File: src/hw/rtl/bsfc_pkg.sv
`default_nettype none

package bsfc_pkg;

    // Item layout
    localparam int COUNT_W   = 32;
    localparam int SAMPLE_W  = 16;
    localparam int GAIN_W    = 16;
    localparam int TORQUE_W  = 32;
    localparam int STATUS_W  = 2;
    localparam int S_DATA_W  = 112;  // 32 + 5 * 16, already whole bytes
    localparam int M_DATA_W  = 40;   // 2 + 32, padded to 5 bytes

    // Configuration registers
    localparam int NUM_REGS   = 8;
    localparam int REG_IDX_W  = 3;
    localparam int CFG_ADDR_W = 4;

    localparam logic [REG_IDX_W-1:0] REG_INT_DECAY     = 3'd0;
    localparam logic [REG_IDX_W-1:0] REG_INT_TILT_RATE = 3'd1;
    localparam logic [REG_IDX_W-1:0] REG_INT_WHEEL     = 3'd2;
    localparam logic [REG_IDX_W-1:0] REG_INT_SPEED_REF = 3'd3;
    localparam logic [REG_IDX_W-1:0] REG_OUT_INTEGRAL  = 3'd4;
    localparam logic [REG_IDX_W-1:0] REG_OUT_TILT      = 3'd5;
    localparam logic [REG_IDX_W-1:0] REG_OUT_TILT_RATE = 3'd6;
    localparam logic [REG_IDX_W-1:0] REG_OUT_WHEEL     = 3'd7;

    // Result status codes
    localparam logic [STATUS_W-1:0] ST_NONE   = 2'd0;
    localparam logic [STATUS_W-1:0] ST_TORQUE = 2'd1;
    localparam logic [STATUS_W-1:0] ST_LAG    = 2'd2;

    // Datapath widths: 16x32 product, sum of four products, magnitude of that sum
    localparam int PROD_W = GAIN_W + COUNT_W;   // 48
    localparam int ACC_W  = PROD_W + 1;         // 49
    localparam int MAG_W  = PROD_W;             // 48

    // Shared divider: divisor covers both schedule interval and fixed-point scale
    localparam int DIVR_W    = 17;
    localparam int DIV_STEPS = 4;
    localparam int DIV_ITER  = MAG_W / DIV_STEPS;
    localparam int DIV_CNT_W = $clog2(DIV_ITER);

    localparam logic DIV_SEL_MOD   = 1'b0;
    localparam logic DIV_SEL_SCALE = 1'b1;

    typedef enum logic [2:0] {
        S_IDLE,
        S_MOD,
        S_MAC,
        S_DIVGO,
        S_SCALE,
        S_OUT
    } state_t;

    typedef struct packed {
        logic                 load_in;
        logic                 div_go;
        logic                 div_sel;
        logic                 mac_clr;
        logic                 mac_issue;
        logic                 mac_add;
        logic [REG_IDX_W-1:0] gain_idx;
        logic                 set_res;
        logic [STATUS_W-1:0]  res_code;
        logic                 integ_wr;
        logic                 rec_run;
        logic                 out_load;
    } cmd_t;

    typedef struct packed {
        logic div_done;
        logic run_ok;
        logic lag;
        logic out_free;
    } sts_t;

endpackage

`default_nettype wire

File: src/hw/rtl/balance_state_feedback_ctrl.sv
// Balance state-feedback controller with integral action.
//
// s_ channel: one control tick per transfer (tick count plus measured states).
// m_ channel: exactly one result per tick: status and total torque (each motor
//   takes half). Torque is zero unless status is "torque computed".
// cfg_ channel: gain writes, index 0..7; higher indexes are ignored. cfg_ready
//   is always high. Write only while no tick is in flight.
// Ticks are taken one at a time; s_tready is high only while idle.
// Accept to m_tvalid: a tick that does not run the controller takes one division
//   of the count by RUN_INTERVAL; a tick that runs it also takes two passes of
//   four multiply-accumulates on the one 16x32 multiplier, each followed by a
//   division by FIXED_SCALE on the same radix-16 divider. The next tick is
//   taken the cycle after the result is loaded.
// Reset (aresetn low, synchronous) clears gains, integral state, last run
//   count and the output valid flag.
// A stalled receiver holds the finished result in the output register; the
//   next tick is still accepted and worked on, and only its result waits until
//   the register is free.

`default_nettype none

module balance_state_feedback_ctrl #(
    parameter int RUN_INTERVAL = 4,
    parameter int FIXED_SCALE  = 1024
) (
    input  wire logic                                aclk,
    input  wire logic                                aresetn,
    // [31:0] tick_count, [47:32] tilt_angle, [63:48] tilt_rate,
    // [79:64] left_wheel_rate, [95:80] right_wheel_rate, [111:96] speed_reference
    input  wire logic                                s_tvalid,
    output logic                                     s_tready,
    input  wire logic [bsfc_pkg::S_DATA_W-1:0]       s_tdata,
    // [1:0] status, [33:2] torque, [39:34] zero
    output logic                                     m_tvalid,
    input  wire logic                                m_tready,
    output logic [bsfc_pkg::M_DATA_W-1:0]            m_tdata,
    input  wire logic                                cfg_valid,
    output logic                                     cfg_ready,
    input  wire logic [bsfc_pkg::CFG_ADDR_W-1:0]     cfg_addr,
    input  wire logic [bsfc_pkg::GAIN_W-1:0]         cfg_data
);

    bsfc_pkg::cmd_t cmd;
    bsfc_pkg::sts_t sts;

    // Gains can be written at any cycle
    assign cfg_ready = 1'b1;

    // Sequencer: schedule test, MAC passes, divider use, result transfer
    bsfc_ctrl u_ctrl (
        .aclk     (aclk),
        .aresetn  (aresetn),
        .s_tvalid (s_tvalid),
        .s_tready (s_tready),
        .sts      (sts),
        .cmd      (cmd)
    );

    // Gains, state, multiplier, accumulator, divider and output register
    bsfc_datapath #(
        .RUN_INTERVAL (RUN_INTERVAL),
        .FIXED_SCALE  (FIXED_SCALE)
    ) u_dp (
        .aclk      (aclk),
        .aresetn   (aresetn),
        .cmd       (cmd),
        .sts       (sts),
        .s_tdata   (s_tdata),
        .m_tvalid  (m_tvalid),
        .m_tready  (m_tready),
        .m_tdata   (m_tdata),
        .cfg_valid (cfg_valid),
        .cfg_ready (cfg_ready),
        .cfg_addr  (cfg_addr),
        .cfg_data  (cfg_data)
    );

endmodule

`default_nettype wire

File: src/hw/rtl/bsfc_div.sv
`default_nettype none

// Unsigned restoring divider, DIV_STEPS quotient bits per cycle.
module bsfc_div (
    input  wire logic                          aclk,
    input  wire logic                          aresetn,
    input  wire logic                          start,
    input  wire logic [bsfc_pkg::MAG_W-1:0]    dividend,
    input  wire logic [bsfc_pkg::DIVR_W-1:0]   divisor,
    output logic                               done,
    output logic [bsfc_pkg::MAG_W-1:0]         quotient,
    output logic [bsfc_pkg::DIVR_W-1:0]        remainder
);

    localparam int MW = bsfc_pkg::MAG_W;
    localparam int DW = bsfc_pkg::DIVR_W;

    logic [MW-1:0]                    quo_reg, quo_next;
    logic [DW-1:0]                    rem_reg, rem_next;
    logic [bsfc_pkg::DIV_CNT_W-1:0]   cnt_reg;
    logic                             busy_reg;
    logic                             done_reg;
    logic [DW:0]                      trial;
    logic [MW-1:0]                    q_step;

    always_comb begin
        rem_next = rem_reg;
        quo_next = quo_reg;
        trial    = '0;
        q_step   = '0;
        for (int i = 0; i < bsfc_pkg::DIV_STEPS; i++) begin
            trial  = {rem_next, quo_next[MW-1]};
            q_step = {quo_next[MW-2:0], 1'b0};
            if (trial >= {1'b0, divisor}) begin
                trial     = trial - {1'b0, divisor};
                q_step[0] = 1'b1;
            end
            rem_next = trial[DW-1:0];
            quo_next = q_step;
        end
    end

    always_ff @(posedge aclk) begin
        if (!aresetn) begin
            busy_reg <= 1'b0;
            done_reg <= 1'b0;
            cnt_reg  <= '0;
        end else begin
            done_reg <= 1'b0;
            if (start) begin
                busy_reg <= 1'b1;
                cnt_reg  <= '0;
            end else if (busy_reg) begin
                cnt_reg <= cnt_reg + 1'b1;
                if (cnt_reg == bsfc_pkg::DIV_CNT_W'(bsfc_pkg::DIV_ITER - 1)) begin
                    busy_reg <= 1'b0;
                    done_reg <= 1'b1;
                end
            end
        end
    end

    always_ff @(posedge aclk) begin
        if (start) begin
            quo_reg <= dividend;
            rem_reg <= '0;
        end else if (busy_reg) begin
            quo_reg <= quo_next;
            rem_reg <= rem_next;
        end
    end

    assign done      = done_reg;
    assign quotient  = quo_reg;
    assign remainder = rem_reg;

endmodule

`default_nettype wire

File: src/hw/rtl/bsfc_datapath.sv
`default_nettype none

module bsfc_datapath #(
    parameter int RUN_INTERVAL = 4,
    parameter int FIXED_SCALE  = 1024
) (
    input  wire logic                                 aclk,
    input  wire logic                                 aresetn,
    input  wire bsfc_pkg::cmd_t                       cmd,
    output bsfc_pkg::sts_t                            sts,
    input  wire logic [bsfc_pkg::S_DATA_W-1:0]        s_tdata,
    output logic                                      m_tvalid,
    input  wire logic                                 m_tready,
    output logic [bsfc_pkg::M_DATA_W-1:0]             m_tdata,
    input  wire logic                                 cfg_valid,
    input  wire logic                                 cfg_ready,
    input  wire logic [bsfc_pkg::CFG_ADDR_W-1:0]      cfg_addr,
    input  wire logic [bsfc_pkg::GAIN_W-1:0]          cfg_data
);

    localparam int CW  = bsfc_pkg::COUNT_W;
    localparam int SW  = bsfc_pkg::SAMPLE_W;
    localparam int TW  = bsfc_pkg::TORQUE_W;
    localparam int PW  = bsfc_pkg::PROD_W;
    localparam int AW  = bsfc_pkg::ACC_W;
    localparam int MW  = bsfc_pkg::MAG_W;
    localparam int DW  = bsfc_pkg::DIVR_W;
    localparam int STW = bsfc_pkg::STATUS_W;

    // Input item fields
    logic        [CW-1:0] in_count;
    logic signed [SW-1:0] in_tilt, in_trate, in_left, in_right, in_vref;
    logic signed [SW:0]   wheel_sum;
    logic signed [SW-1:0] wheel_avg;

    assign in_count = s_tdata[CW-1:0];
    assign in_tilt  = s_tdata[CW+SW-1   -: SW];
    assign in_trate = s_tdata[CW+2*SW-1 -: SW];
    assign in_left  = s_tdata[CW+3*SW-1 -: SW];
    assign in_right = s_tdata[CW+4*SW-1 -: SW];
    assign in_vref  = s_tdata[CW+5*SW-1 -: SW];

    // Truncate toward zero: bias negative sums by one before the shift
    assign wheel_sum = (SW+1)'(in_left) + (SW+1)'(in_right);
    always_comb begin
        logic signed [SW:0] biased;
        biased    = wheel_sum + (SW+1)'(wheel_sum[SW]);
        wheel_avg = SW'(biased >>> 1);
    end

    logic        [CW-1:0] count_reg;
    logic signed [SW-1:0] tilt_reg, trate_reg, avg_reg, vref_reg;
    logic        [CW-1:0] last_reg;
    logic signed [TW-1:0] integ_reg;
    logic        [SW-1:0] gain_reg [bsfc_pkg::NUM_REGS];

    // Gain registers
    always_ff @(posedge aclk) begin
        if (!aresetn) begin
            for (int i = 0; i < bsfc_pkg::NUM_REGS; i++) begin
                gain_reg[i] <= '0;
            end
        end else if (cfg_valid && cfg_ready &&
                     cfg_addr < bsfc_pkg::CFG_ADDR_W'(bsfc_pkg::NUM_REGS)) begin
            gain_reg[cfg_addr[bsfc_pkg::REG_IDX_W-1:0]] <= cfg_data;
        end
    end

    always_ff @(posedge aclk) begin
        if (cmd.load_in) begin
            count_reg <= in_count;
            tilt_reg  <= in_tilt;
            trate_reg <= in_trate;
            avg_reg   <= wheel_avg;
            vref_reg  <= in_vref;
        end
    end

    // Divider and its operands
    logic          div_done;
    logic [MW-1:0] div_quo;
    logic [DW-1:0] div_rem;
    logic [MW-1:0] div_dividend;
    logic [DW-1:0] div_divisor;
    logic signed [AW-1:0] acc_reg;
    logic          neg_reg;
    logic [AW-1:0] acc_mag;

    assign acc_mag = acc_reg[AW-1] ? AW'(-acc_reg) : AW'(acc_reg);

    always_comb begin
        if (cmd.div_sel == bsfc_pkg::DIV_SEL_SCALE) begin
            div_dividend = acc_mag[MW-1:0];
            div_divisor  = DW'(FIXED_SCALE);
        end else begin
            div_dividend = MW'(in_count);
            div_divisor  = DW'(RUN_INTERVAL);
        end
    end

    bsfc_div u_div (
        .aclk      (aclk),
        .aresetn   (aresetn),
        .start     (cmd.div_go),
        .dividend  (div_dividend),
        .divisor   (div_divisor),
        .done      (div_done),
        .quotient  (div_quo),
        .remainder (div_rem)
    );

    always_ff @(posedge aclk) begin
        if (cmd.div_go) begin
            neg_reg <= acc_reg[AW-1];
        end
    end

    // Signed, saturated quotient
    logic [TW-1:0] sat_q;
    always_comb begin
        if (!neg_reg) begin
            sat_q = (|div_quo[MW-1:TW-1]) ? {1'b0, {(TW-1){1'b1}}} : div_quo[TW-1:0];
        end else if ((|div_quo[MW-1:TW]) || (div_quo[TW-1] && |div_quo[TW-2:0])) begin
            sat_q = {1'b1, {(TW-1){1'b0}}};
        end else begin
            sat_q = TW'(-div_quo[TW-1:0]);
        end
    end

    // Multiply-accumulate
    logic signed [SW-1:0] mul_gain;
    logic signed [TW-1:0] mul_opnd;
    logic signed [PW-1:0] prod_reg;

    assign mul_gain = gain_reg[cmd.gain_idx];

    always_comb begin
        case (cmd.gain_idx)
            bsfc_pkg::REG_INT_DECAY:     mul_opnd = integ_reg;
            bsfc_pkg::REG_INT_TILT_RATE: mul_opnd = TW'(trate_reg);
            bsfc_pkg::REG_INT_WHEEL:     mul_opnd = TW'(avg_reg);
            bsfc_pkg::REG_INT_SPEED_REF: mul_opnd = TW'(vref_reg);
            bsfc_pkg::REG_OUT_INTEGRAL:  mul_opnd = integ_reg;
            bsfc_pkg::REG_OUT_TILT:      mul_opnd = TW'(tilt_reg);
            bsfc_pkg::REG_OUT_TILT_RATE: mul_opnd = TW'(trate_reg);
            bsfc_pkg::REG_OUT_WHEEL:     mul_opnd = TW'(avg_reg);
            default:                     mul_opnd = '0;
        endcase
    end

    always_ff @(posedge aclk) begin
        if (cmd.mac_issue) begin
            prod_reg <= PW'(mul_gain) * PW'(mul_opnd);
        end
        if (cmd.mac_clr) begin
            acc_reg <= '0;
        end else if (cmd.mac_add) begin
            acc_reg <= acc_reg + AW'(prod_reg);
        end
    end

    // Controller state: integral and last run count
    always_ff @(posedge aclk) begin
        if (!aresetn) begin
            integ_reg <= '0;
            last_reg  <= '0;
        end else begin
            if (cmd.integ_wr) begin
                integ_reg <= sat_q;
            end
            if (cmd.load_in && in_count == '0) begin
                last_reg <= '0;
            end else if (cmd.rec_run) begin
                last_reg <= count_reg;
            end
        end
    end

    // Result and output register
    logic [STW-1:0] res_status_reg, out_status_reg;
    logic [TW-1:0]  res_torque_reg, out_torque_reg;
    logic           m_tvalid_reg;

    always_ff @(posedge aclk) begin
        if (cmd.set_res) begin
            res_status_reg <= cmd.res_code;
            res_torque_reg <= (cmd.res_code == bsfc_pkg::ST_TORQUE) ? sat_q : '0;
        end
        if (cmd.out_load) begin
            out_status_reg <= res_status_reg;
            out_torque_reg <= res_torque_reg;
        end
    end

    always_ff @(posedge aclk) begin
        if (!aresetn) begin
            m_tvalid_reg <= 1'b0;
        end else if (cmd.out_load) begin
            m_tvalid_reg <= 1'b1;
        end else if (m_tready) begin
            m_tvalid_reg <= 1'b0;
        end
    end

    assign m_tvalid = m_tvalid_reg;
    assign m_tdata  = {{(bsfc_pkg::M_DATA_W - TW - STW){1'b0}}, out_torque_reg, out_status_reg};

    assign sts.div_done = div_done;
    assign sts.run_ok   = (div_rem == '0) && (count_reg != last_reg);
    assign sts.lag      = (count_reg - last_reg) > CW'(RUN_INTERVAL);
    assign sts.out_free = !m_tvalid_reg || m_tready;

endmodule

`default_nettype wire

File: src/hw/rtl/bsfc_ctrl.sv
`default_nettype none

module bsfc_ctrl (
    input  wire logic            aclk,
    input  wire logic            aresetn,
    input  wire logic            s_tvalid,
    output logic                 s_tready,
    input  wire bsfc_pkg::sts_t  sts,
    output bsfc_pkg::cmd_t       cmd
);

    localparam logic [2:0] LAST_K = 3'd4;

    bsfc_pkg::state_t state_reg, state_next;
    logic [2:0]       k_reg, k_next;
    logic             phase_reg, phase_next;

    always_ff @(posedge aclk) begin
        if (!aresetn) begin
            state_reg <= bsfc_pkg::S_IDLE;
            k_reg     <= '0;
            phase_reg <= 1'b0;
        end else begin
            state_reg <= state_next;
            k_reg     <= k_next;
            phase_reg <= phase_next;
        end
    end

    always_comb begin
        state_next = state_reg;
        k_next     = k_reg;
        phase_next = phase_reg;
        cmd        = '0;
        cmd.gain_idx = {phase_reg, k_reg[1:0]};
        s_tready   = 1'b0;

        case (state_reg)
            bsfc_pkg::S_IDLE: begin
                s_tready = 1'b1;
                if (s_tvalid) begin
                    cmd.load_in = 1'b1;
                    cmd.div_go  = 1'b1;
                    cmd.div_sel = bsfc_pkg::DIV_SEL_MOD;
                    state_next  = bsfc_pkg::S_MOD;
                end
            end
            bsfc_pkg::S_MOD: begin
                if (sts.div_done) begin
                    if (!sts.run_ok) begin
                        cmd.set_res  = 1'b1;
                        cmd.res_code = bsfc_pkg::ST_NONE;
                        state_next   = bsfc_pkg::S_OUT;
                    end else if (sts.lag) begin
                        cmd.set_res  = 1'b1;
                        cmd.res_code = bsfc_pkg::ST_LAG;
                        state_next   = bsfc_pkg::S_OUT;
                    end else begin
                        cmd.mac_clr = 1'b1;
                        k_next      = '0;
                        phase_next  = 1'b0;
                        state_next  = bsfc_pkg::S_MAC;
                    end
                end
            end
            bsfc_pkg::S_MAC: begin
                // product k issued while product k-1 is accumulated
                cmd.mac_issue = (k_reg != LAST_K);
                cmd.mac_add   = (k_reg != '0);
                k_next        = k_reg + 1'b1;
                if (k_reg == LAST_K) begin
                    state_next = bsfc_pkg::S_DIVGO;
                end
            end
            bsfc_pkg::S_DIVGO: begin
                cmd.div_go  = 1'b1;
                cmd.div_sel = bsfc_pkg::DIV_SEL_SCALE;
                state_next  = bsfc_pkg::S_SCALE;
            end
            bsfc_pkg::S_SCALE: begin
                cmd.div_sel = bsfc_pkg::DIV_SEL_SCALE;
                if (sts.div_done) begin
                    if (!phase_reg) begin
                        cmd.integ_wr = 1'b1;
                        cmd.mac_clr  = 1'b1;
                        k_next       = '0;
                        phase_next   = 1'b1;
                        state_next   = bsfc_pkg::S_MAC;
                    end else begin
                        cmd.set_res  = 1'b1;
                        cmd.res_code = bsfc_pkg::ST_TORQUE;
                        cmd.rec_run  = 1'b1;
                        state_next   = bsfc_pkg::S_OUT;
                    end
                end
            end
            bsfc_pkg::S_OUT: begin
                if (sts.out_free) begin
                    cmd.out_load = 1'b1;
                    state_next   = bsfc_pkg::S_IDLE;
                end
            end
            default: begin
                state_next = bsfc_pkg::S_IDLE;
            end
        endcase
    end

endmodule

`default_nettype wire

File: config.mk
export PLATFORM = sky130hd
export DESIGN_NAME = balance_state_feedback_ctrl
export DESIGN_NICKNAME = d
export VERILOG_FILES = /design/src/hw/rtl/bsfc_pkg.sv /design/src/hw/rtl/balance_state_feedback_ctrl.sv /design/src/hw/rtl/bsfc_div.sv /design/src/hw/rtl/bsfc_datapath.sv /design/src/hw/rtl/bsfc_ctrl.sv
export SDC_FILE = /design/constraint.sdc
export NUM_CORES = 2
export LEC_CHECK = 0
export ABC_CLOCK_PERIOD_IN_PS = 9410
export BUFFER_PORTS_ARGS = -buffer_cell sky130_fd_sc_hd__buf_2
export CORE_MARGIN = 4
export CORE_UTILIZATION = 35
export CTS_CLUSTER_SIZE = 24
export DETAILED_ROUTE_END_ITERATION = 8
export GPL_TIMING_DRIVEN = 0
export PLACE_DENSITY_LB_ADDON = 0.3
export SYNTH_ARGS = -nofsm -noshare
export SYNTH_HDL_FRONTEND = slang
export SYNTH_SLANG_ARGS = --single-unit
File: constraint.sdc
create_clock -name aclk -period 9.41 [get_ports aclk]
set_input_delay 1.882 -clock aclk [delete_from_list [all_inputs] [get_ports aclk]]
set_output_delay 1.882 -clock aclk [all_outputs]
set_load 0.01 [all_outputs]
==> flow_summary_export.csv <==
group,metric,value,unit
min_path,min_from,"u_dp.res_torque_reg[12]$_SDFFCE_PP0P_",
sta,final-max-slew-violation-count,0,
logic_synthesis,yosys.area_share.adder,27.02,%
sta,rsz0062_at_grt,"true",
sta,tightestPinTransition,1336,ps
min_path,hold_path_depth,0,
placement,post-dp-hpwl,120.6,mm
sta,layout_worst_path_cycle_share,99.37,%
critical_path,setup.worst_path.end_class,"flip-flop",
logic_synthesis,synth_seq_area_share,31.09,%
drt,ant_nets,0,
finish,mostFrequentLayoutCell,"nand2_1",
grt,grt_first_pass_wirelength,228.4,mm
drt,vias_per_cell,5.252,
grt,gr-total-overflow,0,
finish,drive_gt1_share,12.37,%
cts,clk_pin_slew_worst_paths,60,ps
drt,initialDrtViolationCount,3149,
drt,drc_errors_left,0,
critical_path,worst-r2r-cell-count,38,
critical_path,setup.worst_path.class,"reg2reg",
logic_synthesis,syn_avg_cell_area,9.490,sq um
logic_synthesis,synth_flop_cell,"edfxtp_1",
grt,antenna_found_initial,13,
cts,clock_tree_sinks,533,
logic_synthesis,synth_cell_type_count,92,
logic_synthesis,yosys_warnings,0,
logic_synthesis,yosys.area_share.xor_xnor,4.001,%
logic_synthesis,synth_enable_flop_cells,389,
min_path,worst_hold_path.endpoint,"u_dp.out_torque_reg[12]$_DFFE_PP_",
cts,cts-buffers-inserted,57,
critical_path,startpoint_type,"flip-flop",
finish,layout.cells.most_common_list,"nand2_1 (618), inv_1 (567), fa_1 (485), nor2_1 (454), edfxtp_1 (389)",
min_path,min_path_type,"reg2reg",
die,die_height,373.8,um
flow_run,max-cap-violations,0,
finish,finalNetCount,6102,
cts,tritoncts,"built",
sta,finClkSkew,36.05,ps
sta,setup_viol,0,
critical_path,critical_path.reg2reg.endpoint,"u_dp.prod_reg[45]$_DFFE_PP_",
sta,timing.final.crit_period,9351,ps
cts,cts_root_buf,"clkbuf_16",
die,pin_count,180,
sta,maxSlewHeadroom,10.26,%
critical_path,worst-path-max-fanout,7,
sta,maxClockFrequency,106.9,MHz
logic_synthesis,netlist.area_leader.share,24.94,%
drt,drt_pre_antenna_iters,9,
finish,largest_register_ff_count,128,
drt,finalWirelength,151.0,mm
logic_synthesis,main_combinational_cell_family_by_area_after_synthesis,"adder cells",
critical_path,cp_data_arrival_time,9740,ps
placement,io_buffer_count,172,
die,die-area,139800,sq um
drt,routedWlPerCell,21.40,um
finish,area_growth_from_synthesis_to_layout,15.49,%
grt,grt_max_degree,65,
logic_synthesis,synth.ff_latch_count,533,
critical_path,max_stage_delay,580,ps
grt,track_usage,21.12,%
cts,h-tree-depth,2,
die,die-width,373.8,um
critical_path,rrSetupSlack,60,ps
critical_path,timing.critical_path.mode_cell,"fa_1",
critical_path,crit-reg2reg-launch,"u_ctrl.k_reg[1]$_SDFFE_PN0P_",
critical_path,critical_path.slowest_cell,"fa_1",
grt,vias_in_the_first_global_route,37470,
cts,clock_tree.buffer_depth,3,
placement,place_congestion,0.9688,
critical_path,cp.required,9800,ps
critical_path,startpoint,"u_ctrl.k_reg[1]$_SDFFE_PN0P_",
logic_synthesis,post_synthesis_cell_count,4936,
logic_synthesis,mappedNetlistArea,46840,sq um
cts,clk-insertion-delay-late,660,ps
drt,route.vias.total,37080,
critical_path,path_buf_inv,9,
logic_synthesis,yosys-mux-area-fraction,2.618,%
die,floorplan.core_area,132100,sq um
finish,layout.cell_area.non_filler,54100,sq um
logic_synthesis,post-synth-top-area-cell,"edfxtp_1",
placement,placement.cell_area,50320,sq um
logic_synthesis,synth-compound-area-share,11.51,%
logic_synthesis,asyncSetResetFlopFracSynth,0,%
logic_synthesis,post_synth_and_or_nand_nor_area_fraction,17.22,%
die,starting_utilization_of_the_core_area,35.45,%
finish,final.fill_count,13050,
critical_path,largest_delay_contributor_family_on_the_critical_path,"adder cells",
status,status,"complete, no violations",
logic_synthesis,synthTopCellsByArea,"edfxtp_1 (25%), fa_1 (21%), dfxtp_1 (6.2%), ha_1 (6.1%), nand2_1 (5.0%)",
sta,hold_viol,0,
die,rows,133,
cts,post_cts_hold_buffer_count,0,
## metrics by stage
| step | hold slack (ps) | util [%] | instances | TNS [ps] | setup slack (ps) |
|---|---|---|---|---|---|
| 5_1_grt | 418.9 | 40.93 | 7055 | -732.1 | -206.1 |
| 3_3_place_gp | 403.2 | 37.83 | 6868 | -85900 | -2818 |
| 2_1_floorplan | 400.3 | - | 4941 | 0 | 0.3855 |
| 6_report | 408.2 | 40.94 | 7059 | 0 | 59.32 |
| 3_5_place_dp | 404.5 | 38.08 | 6882 | -85300 | -2934 |
| 4_1_cts | 412.9 | 40.69 | 7045 | -295.4 | -166.4 |
## metal layers
layer	global-route usage, %	part of all wire, %
met5	0	0.023
met4	7.866	4.2
met3	2.916	5.8
met2	36.08	49
met1	27.28	41
## what timing repair did
item	in CTS	in global routing
setup endpoints to repair	51	23
gates resized for setup	227	88
pin swaps	68	49
gates cloned	1	0
buffers inserted	61	10
## worst max path at each step
stage / endpoint / slack [ps] / cells past startpoint
after floorplan: u_dp.prod_reg[45]$_DFFE_PP_ / 0.4 / 39
after global placement: u_dp.prod_reg[45]$_DFFE_PP_ / -2820 / 39
after detailed placement: u_dp.prod_reg[45]$_DFFE_PP_ / -2930 / 41
after CTS: u_dp.prod_reg[45]$_DFFE_PP_ / -170 / 39
after global routing: u_dp.prod_reg[45]$_DFFE_PP_ / -210 / 38
final: u_dp.prod_reg[45]$_DFFE_PP_ / 60 / 38
## synth_stat cells, types with 16 or more instances
cell type and number:
or2_2 30, o21ai_0 199, xor2_1 87, nand2_1 626
buf_1 16, o31ai_1 41, a222oi_1 16, nor2_1 470
or3_1 50, and2_1 181, a211oi_1 65, a31oi_1 32
dfxtp_1 144, o21a_1 27, inv_1 578, xnor2_1 127
ha_1 229, nor4_1 41, or4_1 19, mux4_2 32
a21oi_1 277, a21o_1 45, fa_1 489, edfxtp_1 389
nor3_1 74, o21bai_1 28, clkbuf_1 185, nand3_1 67
nand4_1 25, mux2i_1 28, nor2b_1 44, nand2b_1 52
mux2_2 20
## cells by family after synthesis
| logic type | count (synthesis) |
|---|---|
| other | 2 |
| muxes | 80 |
| xor gates and xnor gates | 214 |
| adders and majority gates | 718 |
| buffers and inverters | 800 |
| DFF | 533 |
| AOI/OAI and AO/OA | 856 |
| and+or+nand+nor | 1733 |
## worst reg2reg max path: cells and delay by family, from the launching register on
kind	cells	cell delay, ps
multiplexers	1	310
AND/OR/NAND/NOR	5	950
buffers and inverters	9	980
XOR/XNOR	1	80
AO/OA/AOI/OAI	14	2800
adder cells (fa/ha/maj)	8	3570
flip-flops	1	380
## layout make-up
cell class	count	area (sq um)	share of cell area, %
Multi-Input combinational cell	3608	30130	55.70
Sequential cell	533	14580	26.95
Tap cell	1755	2196	4.059
Inverter	580	2185	4.038
Timing Repair Buffer	258	1749	3.233
Clock buffer	73	1548	2.861
Buffer	209	1176	2.174
Clock inverter	35	515.5	0.9529
Antenna cell	8	20.02	0.03701
Power is left out: the tool's default activity adds up to more than one toggle a clock period on the data nets, which glitch-free logic cannot reach.
